## src/rtl/i2cms_pkg.sv

```systemverilog
package i2cms_pkg;

    // Bus command codes as they arrive on the op field.
    typedef enum logic [2:0] {
        OP_START    = 3'd0,
        OP_STOP     = 3'd1,
        OP_WRITE    = 3'd2,
        OP_READ     = 3'd3,
        OP_WAIT_ACK = 3'd4,
        OP_SEND_ACK = 3'd5
    } t_op;

    // One classified command as it travels from the front to the back.
    typedef struct packed {
        t_op        op;
        logic [7:0] tx_byte;
        logic [7:0] sda_samples;
    } t_cmd;

    // Depth of the command queue between front and back.
    localparam int CMD_DEPTH = 2;

endpackage

```

## src/rtl/i2c_master_bit_sequencer.sv

```systemverilog
// After a command's first pin step, later steps follow one per cycle while
// results are popped. Throughput: one pin step per cycle, set by the step
// sequencer; a write byte is 25 steps, read byte 16, start 4, send ack 4,
// stop and wait ack 3.
// Reset (synchronous, active low) empties both queues and releases SCL and SDA.
module i2c_master_bit_sequencer
    import i2cms_pkg::*;
(
    input  logic       i_clk,
    input  logic       i_rst_n,
    input  logic       push,
    output logic       full,
    input  logic [2:0] i_op,
    input  logic [7:0] i_tx_byte,
    input  logic [7:0] i_sda_samples,
    output logic       empty,
    input  logic       pop,
    output logic       o_scl,
    output logic       o_sda,
    output logic [7:0] o_rx_byte,
    output logic       o_nack,
    output logic       o_last
);

    // The front end accepts command beats, drops unknown codes and parks
    // the rest in a short command queue. The back end turns the command at
    // the head of that queue into single pin steps, one per result beat,
    // and holds each step in an output register until it is popped. With
    // the queue in between, new commands keep coming in while a long write
    // is still being played out on the pins.
    t_cmd cmd;
    logic cmd_valid;
    logic cmd_take;

    i2cms_front u_front (
        .i_clk         (i_clk),
        .i_rst_n       (i_rst_n),
        .i_push        (push),
        .o_full        (full),
        .i_op          (i_op),
        .i_tx_byte     (i_tx_byte),
        .i_sda_samples (i_sda_samples),
        .o_cmd_valid   (cmd_valid),
        .o_cmd         (cmd),
        .i_cmd_take    (cmd_take)
    );

    // The back end keeps the current SCL and SDA levels, so each result
    // beat shows both pins after the write it stands for. The next command
    // is loaded in the same cycle that the last step of the current one
    // goes out, so back-to-back commands leave no gap on the result side.
    i2cms_back u_back (
        .i_clk       (i_clk),
        .i_rst_n     (i_rst_n),
        .i_cmd_valid (cmd_valid),
        .i_cmd       (cmd),
        .o_cmd_take  (cmd_take),
        .o_empty     (empty),
        .i_pop       (pop),
        .o_scl       (o_scl),
        .o_sda       (o_sda),
        .o_rx_byte   (o_rx_byte),
        .o_nack      (o_nack),
        .o_last      (o_last)
    );

endmodule

```

## src/rtl/i2cms_front.sv

```systemverilog
module i2cms_front
    import i2cms_pkg::*;
(
    input  logic       i_clk,
    input  logic       i_rst_n,
    input  logic       i_push,
    output logic       o_full,
    input  logic [2:0] i_op,
    input  logic [7:0] i_tx_byte,
    input  logic [7:0] i_sda_samples,
    output logic       o_cmd_valid,
    output t_cmd       o_cmd,
    input  logic       i_cmd_take
);

    localparam int AW = (CMD_DEPTH > 1) ? $clog2(CMD_DEPTH) : 1;
    localparam int CW = $clog2(CMD_DEPTH + 1);

    t_cmd          r_slot [CMD_DEPTH];
    logic [AW-1:0] r_wr_ptr, n_wr_ptr;
    logic [AW-1:0] r_rd_ptr, n_rd_ptr;
    logic [CW-1:0] r_count, n_count;

    logic op_known;
    logic enq;
    logic deq;

    // Codes beyond send-ack are taken and dropped: they make no pin steps.
    assign op_known    = (i_op <= 3'(OP_SEND_ACK));
    assign o_full      = (r_count == CW'(CMD_DEPTH));
    assign enq         = i_push && !o_full && op_known;
    assign o_cmd_valid = (r_count != '0);
    assign deq         = i_cmd_take && o_cmd_valid;
    assign o_cmd       = r_slot[r_rd_ptr];

    always_comb begin
        n_wr_ptr = r_wr_ptr;
        n_rd_ptr = r_rd_ptr;
        n_count  = r_count;
        if (enq) begin
            n_wr_ptr = (r_wr_ptr == AW'(CMD_DEPTH - 1)) ? '0 : r_wr_ptr + 1'b1;
        end
        if (deq) begin
            n_rd_ptr = (r_rd_ptr == AW'(CMD_DEPTH - 1)) ? '0 : r_rd_ptr + 1'b1;
        end
        if (enq && !deq) begin
            n_count = r_count + 1'b1;
        end else if (deq && !enq) begin
            n_count = r_count - 1'b1;
        end
    end

    always_ff @(posedge i_clk) begin
        if (!i_rst_n) begin
            r_wr_ptr <= '0;
            r_rd_ptr <= '0;
            r_count  <= '0;
        end else begin
            r_wr_ptr <= n_wr_ptr;
            r_rd_ptr <= n_rd_ptr;
            r_count  <= n_count;
        end
    end

    always_ff @(posedge i_clk) begin
        if (enq) begin
            r_slot[r_wr_ptr] <= '{op: t_op'(i_op), tx_byte: i_tx_byte,
                                  sda_samples: i_sda_samples};
        end
    end

`ifndef SYNTHESIS
    a_count_in_range: assert property (@(posedge i_clk) disable iff (!i_rst_n)
        r_count <= CW'(CMD_DEPTH))
        else $error("command queue count beyond depth");

    a_full_no_grow: assert property (@(posedge i_clk) disable iff (!i_rst_n)
        (o_full && !deq) |=> o_full)
        else $error("command queue lost an entry while full");
`endif

endmodule

```

## src/rtl/i2cms_back.sv

```systemverilog
module i2cms_back
    import i2cms_pkg::*;
(
    input  logic       i_clk,
    input  logic       i_rst_n,
    input  logic       i_cmd_valid,
    input  t_cmd       i_cmd,
    output logic       o_cmd_take,
    output logic       o_empty,
    input  logic       i_pop,
    output logic       o_scl,
    output logic       o_sda,
    output logic [7:0] o_rx_byte,
    output logic       o_nack,
    output logic       o_last
);

    localparam logic [4:0] START_LAST = 5'd3;
    localparam logic [4:0] STOP_LAST  = 5'd2;
    localparam logic [4:0] WRITE_LAST = 5'd24;
    localparam logic [4:0] READ_LAST  = 5'd15;
    localparam logic [4:0] WAIT_LAST  = 5'd2;
    localparam logic [4:0] SEND_LAST  = 5'd3;

    // Command in progress.
    logic       r_busy;
    t_op        r_op;
    logic [7:0] r_shift;
    logic [7:0] r_samp;
    logic [4:0] r_step;
    logic [1:0] r_phase;

    // Pin levels kept across commands.
    logic       r_scl;
    logic       r_sda;

    // Output stage.
    logic       r_out_valid;
    logic       r_o_scl;
    logic       r_o_sda;
    logic [7:0] r_o_rx;
    logic       r_o_nack;
    logic       r_o_last;

    logic       step_is_scl;
    logic       step_level;
    logic       step_last;
    logic       advance;
    logic       take;

    always_comb begin
        step_is_scl = 1'b0;
        step_level  = 1'b1;
        step_last   = 1'b1;
        case (r_op)
            OP_START: begin
                step_is_scl = r_step[0];
                step_level  = !r_step[1];
                step_last   = (r_step == START_LAST);
            end
            OP_STOP: begin
                step_is_scl = (r_step == 5'd1);
                step_level  = (r_step != 5'd0);
                step_last   = (r_step == STOP_LAST);
            end
            OP_WRITE: begin
                step_last = (r_step == WRITE_LAST);
                if (step_last) begin
                    step_is_scl = 1'b0;
                    step_level  = 1'b1;
                end else if (r_phase == 2'd0) begin
                    step_is_scl = 1'b0;
                    step_level  = r_shift[7];
                end else begin
                    step_is_scl = 1'b1;
                    step_level  = (r_phase == 2'd1);
                end
            end
            OP_READ: begin
                step_is_scl = 1'b1;
                step_level  = !r_step[0];
                step_last   = (r_step == READ_LAST);
            end
            OP_WAIT_ACK: begin
                step_is_scl = (r_step != 5'd0);
                step_level  = (r_step != 5'd2);
                step_last   = (r_step == WAIT_LAST);
            end
            OP_SEND_ACK: begin
                step_is_scl = (r_step == 5'd1) || (r_step == 5'd2);
                step_level  = r_step[0];
                step_last   = (r_step == SEND_LAST);
            end
            default: begin
                step_is_scl = 1'b0;
                step_level  = 1'b1;
                step_last   = 1'b1;
            end
        endcase
    end

    // A step goes out whenever a command is in progress and the output stage is free or being drained.
    assign advance    = r_busy && (!r_out_valid || i_pop);
    assign take       = i_cmd_valid && (!r_busy || (advance && step_last));
    assign o_cmd_take = take;

    always_ff @(posedge i_clk) begin
        if (!i_rst_n) begin
            r_busy      <= 1'b0;
            r_scl       <= 1'b1;
            r_sda       <= 1'b1;
            r_out_valid <= 1'b0;
        end else begin
            if (take) begin
                r_busy <= 1'b1;
            end else if (advance && step_last) begin
                r_busy <= 1'b0;
            end
            if (advance) begin
                if (step_is_scl) begin
                    r_scl <= step_level;
                end else begin
                    r_sda <= step_level;
                end
                r_out_valid <= 1'b1;
            end else if (i_pop) begin
                r_out_valid <= 1'b0;
            end
        end
    end

    always_ff @(posedge i_clk) begin
        if (take) begin
            r_op    <= i_cmd.op;
            r_shift <= i_cmd.tx_byte;
            r_samp  <= i_cmd.sda_samples;
            r_step  <= '0;
            r_phase <= '0;
        end else if (advance) begin
            r_step <= r_step + 1'b1;
            if (r_phase == 2'd2) begin
                r_phase <= '0;
                r_shift <= {r_shift[6:0], 1'b0};
            end else begin
                r_phase <= r_phase + 1'b1;
            end
        end
        if (advance) begin
            r_o_scl  <= step_is_scl ? step_level : r_scl;
            r_o_sda  <= step_is_scl ? r_sda : step_level;
            r_o_rx   <= (r_op == OP_READ && step_last) ? r_samp : 8'd0;
            r_o_nack <= (r_op == OP_WAIT_ACK && step_last) ? r_samp[7] : 1'b0;
            r_o_last <= step_last;
        end
    end

    assign o_empty   = !r_out_valid;
    assign o_scl     = r_o_scl;
    assign o_sda     = r_o_sda;
    assign o_rx_byte = r_o_rx;
    assign o_nack    = r_o_nack;
    assign o_last    = r_o_last;

`ifndef SYNTHESIS
    a_nack_on_last: assert property (@(posedge i_clk) disable iff (!i_rst_n)
        (r_out_valid && r_o_nack) |-> r_o_last)
        else $error("nack reported on a step that is not the last");

    a_rx_on_last: assert property (@(posedge i_clk) disable iff (!i_rst_n)
        (r_out_valid && r_o_rx != 8'd0) |-> r_o_last)
        else $error("read byte reported on a step that is not the last");

    a_step_bound: assert property (@(posedge i_clk) disable iff (!i_rst_n)
        r_busy |-> (r_step <= WRITE_LAST))
        else $error("step counter ran past the longest command");
`endif

endmodule

```

## config.mk

```make
export PLATFORM = sky130hd
export DESIGN_NAME = i2c_master_bit_sequencer
export DESIGN_NICKNAME = d
export VERILOG_FILES = /design/src/rtl/i2cms_pkg.sv /design/src/rtl/i2c_master_bit_sequencer.sv /design/src/rtl/i2cms_front.sv /design/src/rtl/i2cms_back.sv
export SDC_FILE = /design/constraint.sdc
export NUM_CORES = 1
export LEC_CHECK = 0
export BUFFER_PORTS_ARGS = -buffer_cell sky130_fd_sc_hd__buf_2
export CORE_MARGIN = 3
export CORE_UTILIZATION = 35
export CTS_CLUSTER_SIZE = 20
export DETAILED_ROUTE_END_ITERATION = 16
export SYNTH_ARGS = -nofsm -noshare
export SYNTH_HDL_FRONTEND = slang
export SYNTH_SLANG_ARGS = --single-unit
```

## constraint.sdc

```tcl
create_clock -name i_clk -period 3.5 [get_ports i_clk]
set_clock_uncertainty 0.15 [all_clocks]
set_input_delay 0.875 -clock i_clk [delete_from_list [all_inputs] [get_ports i_clk]]
set_output_delay 0.875 -clock i_clk [all_outputs]
set_load 0.01 [all_outputs]
```

==> metrics.md <==
| Metric | Value |
|---|---|
| Max_slew headroom | 0.389 |
| Fmax | around 330 MHz |
| Startpoint Class | register |
| Initial Util | 0.361 |
| Outcome | complete, no violations |
| Die height | approximately 110 um |
| Arrival time worst endpoint | roughly 3 ns |
| Worst-Margin Slew | 0.916 ns |
| Post-DP Area | a little under 4000 um^2 |
| DRT antenna net count | 0 |
| Total track usage | 0.116 |
| Die width | ~110 um |
| Synth Instances | roughly 240 |
| Fin. Hold Viols | 0 |
| Tcrit/Tclk final | 0.853 |
| Hold Crit Class | reg2reg |
| Port Buffer Count | 36 |
| Clk_lat worst skew | between 0.3 and 0.4 ns |
| Synthesized area per cell | ~15 um^2 |
| Design area | between 4000 and 5000 um^2 |
| Synth top area cells | edfxtp_1 (58%), dfxtp_1 (9.0%), mux2_2 (8.6%) |
| Die area | between 10000 and 15000 um^2 |
| Largest net degree at the start of global routing | 22 |
| Max-slew violation count | 0 |
| Hold_buf cts | 0 |
| Area leader, netlist | edfxtp_1 |
| Synth cell types | 46 |
| CP Class | reg2reg |
| Most numerous cell in the Yosys netlist | edfxtp_1 |
| Post-Place Setup Slack | between 0.5 and 0.6 ns |
| # diodes | 0 |
| Routed via count | 2029 |
| Post-synth top cells | edfxtp_1 (69), mux2_2 (27), dfxtp_1 (16), nor2_1 (14), nand2_1 (11) |
| Fill cells | approximately 950 |
| Post-DR wirelength/cell | approximately 14 um |
| Initial antenna violation count | 0 |
| PwrDens | between 600 and 700 nW/um^2 |
| Number of cells upsized or downsized after cts | 0 |
| RSZ-0062 raised after global routing | false |
| Final min period | 2.99 ns |
| Xor-xnor portion of the synthesized cell area | 0.0173 |
| Simple-gate share of the synthesized area | 0.106 |
| Setup TNS Final | 0 ns |
| CTS Buffer Depth | 2 |
| Leakage | around 1.4 nW |
| CP peak stage delay | about 0.56 ns |
| Worst-path clk slew | approximately 0.09 ns |
| Critical Path RT | approximately 3.4 ns |
| Post-synthesis compound-gate area fraction | 0.0657 |
| Core area | 9820 um^2 |
| H-tree lvl count | 3 |
| Yosys warning count | 0 |
| Mux share of post-synthesis cell area | 0.0971 |
| Async SR Flop Fraction | 0 |
| R2R depth | 7 |
| Ys flop type | edfxtp_1 |
| Synthesized Nets | 269 |
| Wirelength, routed | approximately 6 mm |
| GPL Wtd Cong | 0.742 |
| Area delta synth->final | 15.5% |
| Vias/cell | roughly 4.8 |
| Grt ovf | 0 |
| #FFs+latches synth | 85 |
| Reg2reg end | u_back.r_shift[5] |
| Hold path cells | 2 |
| CP max-delay cell | nor3_4 |
| Layout Nets | 312 |
| Register area share after synthesis | 0.675 |
| Combinational family with the most area after synthesis | simple AND/OR/NAND/NOR gates |
| Crit. End Element | register |
| Post-synth top area share | 0.585 |
| Count of flip-flops with a built-in enable after synthesis | between 60 and 70 |
| Reg-to-reg startpoint | u_back.r_step[0] |
| Flop-to-flop setup slack | 0.51 ns |
| Io pins | 37 |
| CP cell instances | inv_1 -> ha_1 -> or4b_4 -> o311ai_4 -> a221oi_2 -> nor3_4 -> mux2_2 |
| Clk sinks | 85 |
| CP Max Fanout | 13 |
| Synth Area in Adders | 0.0141 |
| Top Family by Delay on Critical Path | simple AND/OR/NAND/NOR gates |
| Max_cap viols | 0 |
| Netlist Area Pre-Place | ~3500 um^2 |
| DRT iter0 DRCs | 71 |
| Setup violators final | 0 |
| First-pass GRT wire length | slightly above 10 mm |
| Setup Fix Bufs, Post-CTS | 0 |
| TritonCTS buffer count | 9 |
| Fraction of layout cells with a size suffix above 1 | 0.317 |
| Final design utilization | 0.417 |
| Min-delay src | u_front.r_rd_ptr |
| TritonRoute pass-1 iters | 6 |
| Post-detail-place hpwl | 3.98 mm |
| Design Power | around 2.8 mW |
| DRC Markers | 0 |
| Peak supply drop | approximately 270 uV |
| Vias in the first global route | around 2100 |
| Sum of buffers and inverters on the critical path | 1 |
| Post-route setup slack | ~0.51 ns |
| CTS tree | done |
| Std-Cell Rows | 36 |
| CTS Root Cell | clkbuf_8 |
==> cell type report <==
class | instances | area [um^2] | share of cell area
flip-flops and latches | 85 | 2390 | 0.585
multi-input cells | 138 | 1060 | 0.260
repair buffers | 41 | 230 | 0.0563
well taps | 133 | 166 | 0.0407
clock buffers | 10 | 128 | 0.0312
clock inverters | 6 | 71.3 | 0.0174
inverters | 10 | 37.5 | 0.00918
==> registers in the layout (all words and copies together) (netlist names), 2 cells and up, named ones only <==
signal            count
u_front.r_slot       38
u_back.r_op           3
u_back.r_step         5
u_back.r_phase        2
u_back.r_shift        8
u_back.r_samp         8
u_back.o_rx_byte      8
u_front.r_count       2
==> worst min-delay path, cell delays in order, from the launching register on <==
cell	delay (ns)
dfxtp_1	0.31
nand2_1	0.07
mux2i_1	0.06
==> placed cells by master, fill, tap and decap left out, drive strengths merged, types with 2 or more instances in the layout <==
master / netlist / layout
buf: 3 / 41
and2: 9 / 9
or3: 3 / 3
a31oi: 2 / 2
nor2b: 4 / 4
nand2: 11 / 11
o31ai: 3 / 3
clkinv: 0 / 2
mux2: 27 / 27
o21ai: 6 / 6
nor4: 3 / 3
nand4: 3 / 3
nor3: 4 / 4
clkinvlp: 0 / 2
nand2b: 2 / 2
nand3b: 2 / 2
o221ai: 2 / 2
o22ai: 2 / 2
xor2: 5 / 5
edfxtp: 69 / 69
xnor2: 2 / 2
a21oi: 7 / 7
mux2i: 4 / 4
clkbuf: 6 / 10
inv: 10 / 11
nor4b: 2 / 2
a211oi: 2 / 2
nor3b: 2 / 2
ha: 4 / 4
nor2: 14 / 14
dfxtp: 16 / 16
==> per-stage QoR <==
step	cells	hold slack [ns]
2_1_floorplan	242	0.302
3_3_place_gp	407	0.314
3_5_place_dp	407	0.315
4_1_cts	423	0.333
5_1_grt	423	0.358
6_report	423	0.330
==> cells by family (layout without fill, tap and decap cells) <==
kind of cell / count (synthesis) / after routing
AOI/OAI and AO/OA: 31 / 31
xor gates and xnor gates: 7 / 7
adders and majority gates: 4 / 4
buffers and inverters: 19 / 67
DFF: 85 / 85
muxes: 31 / 31
and+or+nand+nor: 65 / 65
==> metal layers <==
layer  share of wire  up-vias  track usage
met1            0.44      975        0.139
met5               0        -            0
met4           0.014        0       0.0475
met2            0.50       49        0.196
li1                -      998            -
met3           0.048        7       0.0355
==> worst max path at each step <==
stage / from / endpoint / slack, ns / cells past startpoint
after global routing: u_back.r_step[0] / u_back.r_samp[3] / 0.35 / 7
after global placement: u_back.r_step[0] / u_back.r_samp[0] / 0.59 / 7
after floorplan: u_back.r_step[0] / u_back.r_shift[0] / 0.63 / 9
after detailed placement: u_back.r_step[0] / u_back.r_samp[6] / 0.53 / 7
final: u_back.r_step[0] / u_back.r_shift[5] / 0.51 / 7
after CTS: u_back.r_step[0] / u_back.r_samp[3] / 0.50 / 7
==> where the power goes <==
group          leakage [nW]  internal, mW  switching [mW]
registers             0.775          1.31           0.123
clock network        0.0931         0.335           0.350
logic                 0.573         0.314           0.345
total                  1.44          1.96           0.818
Power figures use the tool's default switching activity.
